### src/hw/rtl/plb_pkg.sv
// Package for the price level book: sizes, map geometry, queue and
// report-state types. No dependencies.
package plb_pkg;

   localparam int PriceLevels = 4096;
   localparam int TopLevels   = 8;
   localparam int MapWordBits = 64;
   localparam int MapWords    = PriceLevels / MapWordBits;
   localparam int IdxW        = $clog2(PriceLevels);
   localparam int BitW        = $clog2(MapWordBits);
   localparam int WordW       = $clog2(MapWords);
   localparam int RankW       = 3;
   localparam int CountW      = $clog2(TopLevels + 1);
   localparam int QtyW        = 32;
   localparam int QueueDepth  = 4;
   localparam int QueueAw     = $clog2(QueueDepth);

   // One classified command from the front part.
   typedef struct packed {
      logic            clear;
      logic            update;
      logic            is_bid;
      logic [IdxW-1:0] price_index;
      logic [QtyW-1:0] quantity;
      logic            report;
   } cmd_type;

   typedef enum logic [2:0] {
      EngIdle,
      EngClear,
      EngScanRead,
      EngScanPick,
      EngEmit,
      EngFill
   } eng_state_type;

   typedef struct packed {
      logic            is_bid;
      logic [RankW-1:0] rank;
      logic            present;
      logic [IdxW-1:0] price_index;
      logic [QtyW-1:0] quantity;
      logic            last_slot;
   } slot_type;

   function automatic logic [BitW-1:0] highest_set(input logic [MapWordBits-1:0] bits);
      logic [BitW-1:0] h;
      h = '0;
      for (int i = 0; i < MapWordBits; i++) begin
         if (bits[i]) begin
            h = BitW'(i);
         end
      end
      return h;
   endfunction

   function automatic logic [BitW-1:0] lowest_set(input logic [MapWordBits-1:0] bits);
      logic [BitW-1:0] l;
      l = '0;
      for (int i = MapWordBits - 1; i >= 0; i--) begin
         if (bits[i]) begin
            l = BitW'(i);
         end
      end
      return l;
   endfunction

endpackage

### src/hw/rtl/plb_if.sv
// Valid/ready channel interfaces for the price level book.
// Depends on plb_pkg.
interface plb_req_if;
   logic                      valid;
   logic                      ready;
   logic                      has_level;
   logic                      is_bid;
   logic [plb_pkg::IdxW-1:0]  price_index;
   logic [plb_pkg::QtyW-1:0]  quantity;
   logic                      snapshot_start;
   logic                      end_of_event;
   modport source (output valid, has_level, is_bid, price_index, quantity,
                   snapshot_start, end_of_event, input ready);
   modport sink (input valid, has_level, is_bid, price_index, quantity,
                 snapshot_start, end_of_event, output ready);
endinterface


### src/hw/rtl/plb_front.sv
// Front part: takes request transfers, classifies them into commands and
// queues them for the engine. Depends on plb_pkg and plb_if.
module plb_front (
   input  logic               clock,
   input  logic               reset,
   plb_req_if.sink            req,
   output logic               cmd_valid,
   output plb_pkg::cmd_type   cmd,
   input  logic               cmd_pop
);
   plb_pkg::cmd_type                 queue_ff [plb_pkg::QueueDepth];
   logic [plb_pkg::QueueAw-1:0]      wr_ptr_ff, wr_ptr_in;
   logic [plb_pkg::QueueAw-1:0]      rd_ptr_ff, rd_ptr_in;
   logic [plb_pkg::QueueAw:0]        fill_ff, fill_in;
   logic                             push;
   plb_pkg::cmd_type                 new_cmd;

   assign req.ready = (fill_ff != (plb_pkg::QueueAw+1)'(plb_pkg::QueueDepth));
   assign push      = req.valid && req.ready;

   always_comb begin
      new_cmd.clear       = req.snapshot_start;
      // out-of-range indexes can't occur at this book size; control-only items carry no update
      new_cmd.update      = req.has_level;
      new_cmd.is_bid      = req.is_bid;
      new_cmd.price_index = req.price_index;
      new_cmd.quantity    = req.quantity;
      new_cmd.report      = req.end_of_event;
   end

   assign cmd_valid = (fill_ff != '0);
   assign cmd       = queue_ff[rd_ptr_ff];

   always_comb begin
      wr_ptr_in = push ? wr_ptr_ff + 1'b1 : wr_ptr_ff;
      rd_ptr_in = cmd_pop ? rd_ptr_ff + 1'b1 : rd_ptr_ff;
      fill_in   = fill_ff + (plb_pkg::QueueAw+1)'(push)
                  - (plb_pkg::QueueAw+1)'(cmd_pop);
   end

   always_ff @(posedge clock) begin
      if (reset) begin
         wr_ptr_ff <= '0;
         rd_ptr_ff <= '0;
         fill_ff   <= '0;
      end else begin
         wr_ptr_ff <= wr_ptr_in;
         rd_ptr_ff <= rd_ptr_in;
         fill_ff   <= fill_in;
      end
   end

   always_ff @(posedge clock) begin
      if (push) begin
         queue_ff[wr_ptr_ff] <= new_cmd;
      end
   end
endmodule

### src/flat_wrapper.sv
// flat-port wrapper written by rule: the top's interface ports become plain ports
module plb_front_flat 
  (clock, reset, cmd_valid, cmd, cmd_pop, req_valid, req_has_level, req_is_bid, req_price_index, req_quantity, req_snapshot_start, req_end_of_event, req_ready);
  plb_req_if req_i ();
  input  logic clock;
  input  logic reset;
  output logic cmd_valid;
  output plb_pkg::cmd_type cmd;
  input  logic cmd_pop;
  input wire logic [$bits(req_i.valid)-1:0] req_valid;
  input wire logic [$bits(req_i.has_level)-1:0] req_has_level;
  input wire logic [$bits(req_i.is_bid)-1:0] req_is_bid;
  input wire logic [$bits(req_i.price_index)-1:0] req_price_index;
  input wire logic [$bits(req_i.quantity)-1:0] req_quantity;
  input wire logic [$bits(req_i.snapshot_start)-1:0] req_snapshot_start;
  input wire logic [$bits(req_i.end_of_event)-1:0] req_end_of_event;
  output wire logic [$bits(req_i.ready)-1:0] req_ready;
  assign req_i.valid = req_valid;
  assign req_i.has_level = req_has_level;
  assign req_i.is_bid = req_is_bid;
  assign req_i.price_index = req_price_index;
  assign req_i.quantity = req_quantity;
  assign req_i.snapshot_start = req_snapshot_start;
  assign req_i.end_of_event = req_end_of_event;
  assign req_ready = req_i.ready;
  plb_front u_core (.clock(clock), .reset(reset), .req(req_i), .cmd_valid(cmd_valid), .cmd(cmd), .cmd_pop(cmd_pop));
endmodule
### config.mk
export PLATFORM = sky130hd
export DESIGN_NAME = plb_front_flat
export DESIGN_NICKNAME = d
export VERILOG_FILES = /design/src/hw/rtl/plb_pkg.sv /design/src/hw/rtl/plb_if.sv /design/src/hw/rtl/plb_front.sv /design/src/flat_wrapper.sv
export SDC_FILE = /design/constraint.sdc
export NUM_CORES = 1
export LEC_CHECK = 0
export BUFFER_PORTS_ARGS = -buffer_cell sky130_fd_sc_hd__buf_2
export CAP_MARGIN = 20
export CORE_MARGIN = 2
export CORE_UTILIZATION = 57
export DETAILED_ROUTE_END_ITERATION = 10
export MAX_ROUTING_LAYER = met4
export PLACE_DENSITY = 0.79
export SYNTH_ARGS = -nofsm -noshare
export SYNTH_HDL_FRONTEND = slang
export SYNTH_SLANG_ARGS = --single-unit
### constraint.sdc
create_clock -name clock -period 2.76 [get_ports clock]
set_input_delay 0.552 -clock clock [delete_from_list [all_inputs] [get_ports clock]]
set_output_delay 0.552 -clock clock [all_outputs]
set_load 0.01 [all_outputs]
Word-level counts from Yosys, hierarchy flattened
Memory sizes are Yosys's and may differ from the RTL's. A register that Yosys moved wholly into a read port is not among the register bits.
Index checks and enable logic that the tools add are counted.

storage, ports and cells
  flip-flop bits (word level) = 7
  latch bits = 0
  RAM bits = 192
  ROM bits = 0
  logic and storage cells = 15
  memories kept = 1

operators by class
  add/sub/neg operators = 4
  $mul = 0
  div/mod/pow operators = 0
  $lt $le $gt $ge = 0
  equal/unequal tests = 1
  shift-type cells = 0
  multiplexer cells = 4
  bitwise operators = 0
  reduce and logical (&&, ||, !) cells = 2

memory list
  memory           depth  bits a word  read ports  clocked after memory_dff  wr ports  line             RTL
  u_core.queue_ff  4      48           1           1                         1         plb_front.sv:11  plb_pkg::cmd_type queue_ff [plb_pkg::QueueDepth];

operators with widths
  cell                                         number
  adder 2 x 1 -> 2 bit, second input constant  2
  two-way mux 2 bit                            2
  adder 3 x 1 -> 3 bit                         1
  != test 3 bit, second input constant         1
  nonzero test 3 bit                           1
  subtractor 3 x 1 -> 3 bit                    1
  two-way mux 1 bit                            2
  logical AND 1 bit                            1

Longest topological paths before layout
Gate-level depths: netlist of the first run.

  word-level depth = 4
  mapped depth = 9
  gate-level depth less buffers = 9

Worst setup path before layout of the first run
OpenSTA, ideal clock, no wires.

  path type = input to register
  from = input port req_valid
  to = memory u_core.queue_ff[2][0] (netlist bit), enable pin
  arrival time = 2006 ps
  required time = 2350 ps
  setup slack = 344 ps
  stages = 2
  path buffers = 0
  cells stage by stage = a21boi_2 -> and2_1

on the way
  cells in the longest elaborated chain, start to end = 3

RTL lines
  what                                     line                RTL
  start: declaration                       flat_wrapper.sv:10  input wire logic [$bits(req_i.valid)-1:0] req_valid;
  logical AND 1 bit                        plb_front.sv:19     assign push = req.valid && req.ready;
  two-way mux 1 bit                        plb_front.sv:54     if (push) begin
  two-way mux 1 bit (not written as such)  plb_front.sv:55     queue_ff[wr_ptr_ff] <= new_cmd;
  end: declaration                         plb_front.sv:11

Every way passes these cells.

==> results of run 1 <==
## through the flow
stage | setup slack [ns] | cell area, um2 | util, %
4_1_cts | 0.110 | 8800 | 69.8
6_report | 0.183 | 8810 | 69.8
5_1_grt | 0.0495 | 8810 | 69.8
3_5_place_dp | 0.627 | 8220 | 65.1
2_1_floorplan | 0.344 | 7370 | -
3_3_place_gp | 0.630 | 8220 | 65.1
## worst max-delay path by stage
stage	slack, ns	depth (start not counted)	end
floorplan	0.34	2	u_core.queue_ff[2][0]
global placement	0.63	3	cmd[6]
detailed placement	0.63	3	cmd[6]
CTS	0.11	3	cmd[6]
global route	0.05	3	cmd[47]
finish	0.18	3	cmd[6]
## cell type report
class                      instances  area [um2]
sequential                       201        5950
fill                             801        3810
multi-input combinational         81        1340
timing repair buffer             113         696
clock buffer                      22         487
tap                              172         215
clock inverter                    11        96.3
inverter                           5        18.8
antenna                            3        7.51
## flip-flops by register name (all words and copies together) (netlist names), named ones only
name	cells
u_core.rd_ptr_ff	2
u_core.fill_ff	3
u_core.wr_ptr_ff	2
u_core.queue_ff	192
## report_power, final
group | switching [mW] | internal, mW | leakage, nW
Clock | 0.977 | 1.44 | 0.285
Sequential | 0.103 | 3.71 | 1.83
Combinational | 0.582 | 0.510 | 0.885
## per-layer routing
layer  wire, um  vias to the layer above  GRT usage [%]
met4        112                        0           3.69
met5          0                        -              -
li1           -                     1500              -
met1       5110                     1708           25.3
met2       6340                      115           30.7
met3        812                        9           4.36
## kinds of logic (layout without fill, tap and decap cells)
logic type               Yosys count  count (layout)  share of synthesized area, %
multiplexers                      50              50                          14.9
XOR/XNOR                           3               3                         0.356
adder cells (fa/ha/maj)            7               7                          1.29
buffers and inverters             16             151                          1.27
AND/OR/NAND/NOR                   20              20                          1.34
other                              0               3                             0
AO/OA/AOI/OAI                      1               1                         0.153
flip-flops                       201             201                          80.6
## critical path, delay by kind of cell (launching register included)
family   cells  cell delay (ns)
flops        1             0.55
mux          1             0.56
buf+inv      2             0.46
## cell usage in the layout (no fill, tap or decap), drive strengths merged
master	instances
diode	3
or3	1
mux2i	1
mux4	48
nor2b	1
xnor2	1
fa	1
clkinv	9
bufinv	2
inv	5
dfxtp	9
a21boi	1
mux2	1
nor2	8
xor2	2
buf	113
nand2b	2
ha	6
nor3	1
clkbuf	22
nand2	2
edfxtp	192
and2	5
==> summary.txt, run 1 <==
Run status
  • Result of the run: finished, final reports clean

Timing
  • Time the worst path needs with I/O delays and setup: 2.58 ns
  • Post-Route Setup TNS: 0 ns
  • Final count of hold timing violations: 0
  • Actual transition at the worst max-transition pin: 0.512 ns
  • Crit share post-route: 93.4%
  • Max Fclk: 388 MHz
  • Hold WS: 0.300 ns
  • Worst clock skew: 0.0209 ns
  • RSZ-0062 raised after global routing: false
  • Slew margin rel.: 65.8%
  • Setup-failing EPs final: 0
  • Number of max-slew violations in the final report: 0

Placed design
  • Half-perimeter wire length after placement: 7.72 mm
  • Routability congestion estimate from global placement: 0.736
  • Post-Place Cells: 572
  • Port buffer count: 101

Floorplan
  • Die Height: 118 um
  • Die Area: 13900 um2
  • Effective utilization at floorplan: 58.4%
  • Die extent in x: 118 um
  • Area of the core: 12600 um2
  • I/O pin cnt: 102
  • Number of core rows: 41

Critical path
  • Critical Path RT: 2.21 ns
  • Biggest fanout along the worst timing path: 16
  • Critical-path cell list: buf_4, mux4_2, buf_2
  • Kind of critical path: register to output port
  • FF-to-FF End: u_core.fill_ff[2]
  • Worst-case register-to-register setup slack: 0.76 ns
  • CP max stage delay: 0.56 ns
  • CP Capture Type: output port
  • Launching element type of the critical path: register
  • Data arrival time at the worst-slack endpoint: 2.03 ns
  • Slowest-stage cell, CP: mux4_2
  • FF-to-FF Start: u_core.fill_ff[1]
  • Worst reg-to-reg path cell count: 8

Drt
  • Initial DRC Count: 201
  • Overall routed net length: 12.4 mm
  • Per-cell via count in the routed design: 5.48
  • Post-DR wirelength/cell: 20.4 um
  • First drt pass iteration count: 4
  • Remaining antenna violation count: 0
  • Via Count: 3332
  • Detailed-route DRC error count: 0

Synth
  • Number of cells produced by synthesis: 298
  • Most repeated cell in the gate-level netlist after synthesis: edfxtp_1
  • Number of flops mapped to enable cells by yosys: 192
  • Count of different cell masters after synthesis: 22
  • Cell type contributing the most total cell area after synthesis: edfxtp_1
  • Synthesis Warnings: 0
  • Main area contributors after synthesis: edfxtp_1 (78%), mux4_2 (15%), dfxtp_1 (2.4%)
  • Share of the yosys chip area belonging to registers: 80.6%
  • Commonest cells in the netlist: edfxtp_1 (192), mux4_2 (48), dfxtp_1 (9), nor2_1 (8), ha_1 (6)
  • Combined area of all synthesized cells: 7370 um2
  • Ys async rst share: 0%
  • Total nets after synthesis: 357
  • Mean instance size in the synthesized netlist: 24.7 um2
  • Number of register bits inferred by synthesis: 201
  • Predominant post-synthesis flop cell: edfxtp_1
  • Area share of the largest cell type after synthesis: 78.2%

Cells and area
  • Final standard cell count with taps included and fillers excluded: 608
  • Net count of the finished layout: 480
  • Share of layout cells above drive strength 1: 44.3%
  • Synth-to-Final Area Change: 19.5%

Min path
  • Class of the most critical hold timing path: primary input to register
  • Endpoint of the worst hold path: u_core.queue_ff[0][39]
  • Cell count of the worst hold path: 1
  • Startpoint of the most critical hold path: req_price_index[6]

Clocking
  • Clock Tree Buf Depth: 3
  • Post-CTS setup buffer count: 0
  • TritonCTS clock tree: built
  • Clk pin slew, worst setup/hold paths: 0.06 ns
  • Hold-fix buffer count after cts: 0
  • Level count of the clock H-tree: 1
  • Clock tree sinks: 201
  • Number of buffers created by CTS: 19
  • Root cell of the clock tree: clkbuf_16
  • Total of cells resized after clock tree synthesis: 0
  • Source-to-sink clock delay at the later pin of the worst-skew pair: 0.47 ns

Job
  • MaxCap Viol Count: 0

Pwr
  • Maximum resistive drop on vdd: 0.542 mV
  • Sum of internal, switching and leakage power: 7.32 mW
  • Leakage Power: 3.00 nW
  • PwrDens: 831 nW/um2

Global routing
  • Total routing resource utilization after global routing: 18.9%
  • Gr ovfl total: 0
  • Number of antenna violations at the first check in global routing: 2
  • Via count of the first global-routing pass: 3514
  • Global-route wire length before repair: 19.4 mm
  • Largest net degree at the start of global routing: 34
(Power assumes the default switching activity.)
==> run 2: changes to the inputs <==
--- a/config.mk
+++ b/config.mk
@@ -8,10 +8,10 @@
 export BUFFER_PORTS_ARGS = -buffer_cell sky130_fd_sc_hd__buf_2
 export CAP_MARGIN = 20
 export CORE_MARGIN = 2
-export CORE_UTILIZATION = 57
+export CORE_UTILIZATION = 51
 export DETAILED_ROUTE_END_ITERATION = 10
 export MAX_ROUTING_LAYER = met4
-export PLACE_DENSITY = 0.79
+export PLACE_DENSITY = 0.75
 export SYNTH_ARGS = -nofsm -noshare
 export SYNTH_HDL_FRONTEND = slang
 export SYNTH_SLANG_ARGS = --single-unit
==> constraint.sdc (replaced) <==
create_clock -name clock -period 2.2 [get_ports clock]
set_input_delay 0.44 -clock clock [delete_from_list [all_inputs] [get_ports clock]]
set_output_delay 0.44 -clock clock [all_outputs]
set_load 0.01 [all_outputs]
==> run 2 against run 1 <==
Compared with the run above: the flow now finishes with violations (setup timing); cell area up 3.5%; combinational power increased by 47%; sequential power increased by 25%; die area is 11% higher; critical path type unchanged.
==> summary.txt, run 2 (synthesis gave the netlist of run 1 again) <==
Clocking
  • Number of buffers created by CTS: 21
  • Root cell of the clock tree: clkbuf_16
  • Clk pin slew, worst setup/hold paths: 0.06 ns
  • Level count of the clock H-tree: 1
  • TritonCTS clock tree: built
  • Clock tree sinks: 201
  • Clock Tree Buf Depth: 3
  • Source-to-sink clock delay at the later pin of the worst-skew pair: 0.47 ns
  • Hold-fix buffer count after cts: 0

Pwr
  • Internal Power: 7.35 mW
  • PwrDens: 1050 nW/um2
  • Leakage Power: 3.13 nW
  • Net Switching: 2.20 mW
  • Portion of total power attributed to combinational logic: 16.7%
  • Sequential share of power: 49.9%
  • Relative contribution of the clock network to total power: 33.3%
  • Sum of internal, switching and leakage power: 9.54 mW
  • Sw Ratio: 23.0%
  • Maximum resistive drop on vdd: 0.935 mV

Critical path
  • Critical Path RT: 1.76 ns
  • Worst-case register-to-register setup slack: 0.34 ns
  • Data arrival time at the worst-slack endpoint: 1.80 ns
  • Biggest fanout along the worst timing path: 19
  • Launching element type of the critical path: register
  • Kind of critical path: register to output port
  • CP Capture Type: output port

Cells and area
  • Flip-flop count of the largest register after layout: 192
  • Final standard cell count with taps included and fillers excluded: 622
  • Net count of the finished layout: 487
  • Most flops, register: u_core.queue_ff
  • Largest registers: u_core.queue_ff (192), u_core.fill_ff (3)
  • Leading cell types in the layout, fill and taps excluded: edfxtp_1 (192), buf_2 (71), mux4_2 (48), buf_6 (30), clkbuf_16 (22)
  • Synth-to-Final Area Change: 23.7%
  • Post-route cell area: 9120 um2
  • Share of layout cells above drive strength 1: 45.2%
  • Count of inserted antenna diode cells: 0
  • Leading cell type in the layout, fill and taps excluded: edfxtp_1

Timing
  • Hold WS: 0.177 ns
  • Time the worst path needs with I/O delays and setup: 2.24 ns
  • Least setup slack across all paths after layout: -0.0446 ns
  • Worst clock skew: 0.00943 ns
  • Max Fclk: 446 MHz
  • Crit share post-route: 102%
  • Number of max-slew violations in the final report: 0
  • Actual transition at the worst max-transition pin: 0.331 ns
  • Final count of hold timing violations: 0
  • Setup-failing EPs final: 23
  • RSZ-0062 raised after global routing: true
  • Slew margin rel.: 77.8%

Placed design
  • Post-Place Cells: 583
  • Half-perimeter wire length after placement: 7.66 mm
  • Port buffer count: 101
  • Routability congestion estimate from global placement: 0.760
  • Placed standard-cell area: 8260 um2

Run status
  • Result of the run: complete, but fails checks
  • Violated checks: setup timing

Floorplan
  • Die extent in x: 124 um
  • Effective utilization at floorplan: 52.7%
  • Area of the core: 14000 um2
  • Die Area: 15400 um2
  • Number of core rows: 43
  • Die Height: 124 um
  • I/O pin cnt: 102

Drt
  • Initial DRC Count: 262
  • Via Count: 3396
  • Detailed-route DRC error count: 0
  • Remaining antenna violation count: 0
  • Overall routed net length: 12.5 mm
  • Post-DR wirelength/cell: 20.0 um
  • Per-cell via count in the routed design: 5.46
  • First drt pass iteration count: 4

Global routing
  • Total routing resource utilization after global routing: 16.9%
  • Global-route wire length before repair: 19.7 mm
  • Largest net degree at the start of global routing: 31
  • Gr ovfl total: 0
  • Number of antenna violations at the first check in global routing: 0
  • Via count of the first global-routing pass: 3595

Min path
  • Class of the most critical hold timing path: primary input to register

Job
  • MaxCap Viol Count: 0
-- run 2: per-layer routing --
| metal | wire length (um) | share of wire [%] | global-route usage [%] | vias up |
|---|---|---|---|---|
| met3 | 778 | 6.2 | 3.36 | 21 |
| li1 | - | - | - | 1515 |
| met2 | 6030 | 48 | 25.9 | 117 |
| met1 | 5420 | 43 | 23.9 | 1743 |
| met5 | 0 | 0 | - | - |
| met4 | 228 | 1.8 | 3.83 | 0 |
-- run 2: final cells by class --
cell class | count | area (um2)
Clock buffer | 28 | 552
Sequential cell | 201 | 5950
Tap cell | 180 | 225
Clock inverter | 9 | 71.3
Timing Repair Buffer | 118 | 963
Fill cell | 941 | 4870
Multi-Input combinational cell | 81 | 1340
Inverter | 5 | 18.8
-- run 2: through the flow --
stage          TNS, ns  utilization (%)  setup WS, ns
2_1_floorplan        0                -         0.387
4_1_cts         -0.489             64.2       -0.0583
5_1_grt          -2.71             65.2        -0.102
3_5_place_dp         0             59.1         0.166
6_report        -0.376             65.2       -0.0446
3_3_place_gp         0             59.1         0.270
-- run 2: final timing paths --
check / start / to / cells after the start
min: req_quantity[10] / u_core.queue_ff[1][11] / 1
max reg2reg: u_core.fill_ff[1] / u_core.fill_ff[2] / 8
min reg2reg: u_core.fill_ff[1] / u_core.fill_ff[2] / 2
max: register / cmd[6] / 3
-- run 2: critical path, cell delays in order, from the launching register on --
cell and delay [ns]:
dfxtp_4 0.39, buf_12 0.20, mux4_2 0.57, buf_6 0.15
-- run 2: what timing repair did --
action,CTS,global route
setup buffers,0,1
setup endpoints to repair,28,48
cloned,0,1
pin swaps,0,0
resized for setup,16,14
-- run 2: power by group through the flow --
stage | clock network [mW] | registers, mW | logic, mW
2_1_floorplan | 0 | 4.81 | 0.818
3_3_place_gp | 0 | 4.82 | 1.39
3_5_place_dp | 0 | 4.85 | 1.43
4_1_cts | 3.26 | 4.77 | 1.53
5_1_grt | 3.43 | 4.79 | 1.73
6_report | 3.18 | 4.76 | 1.60
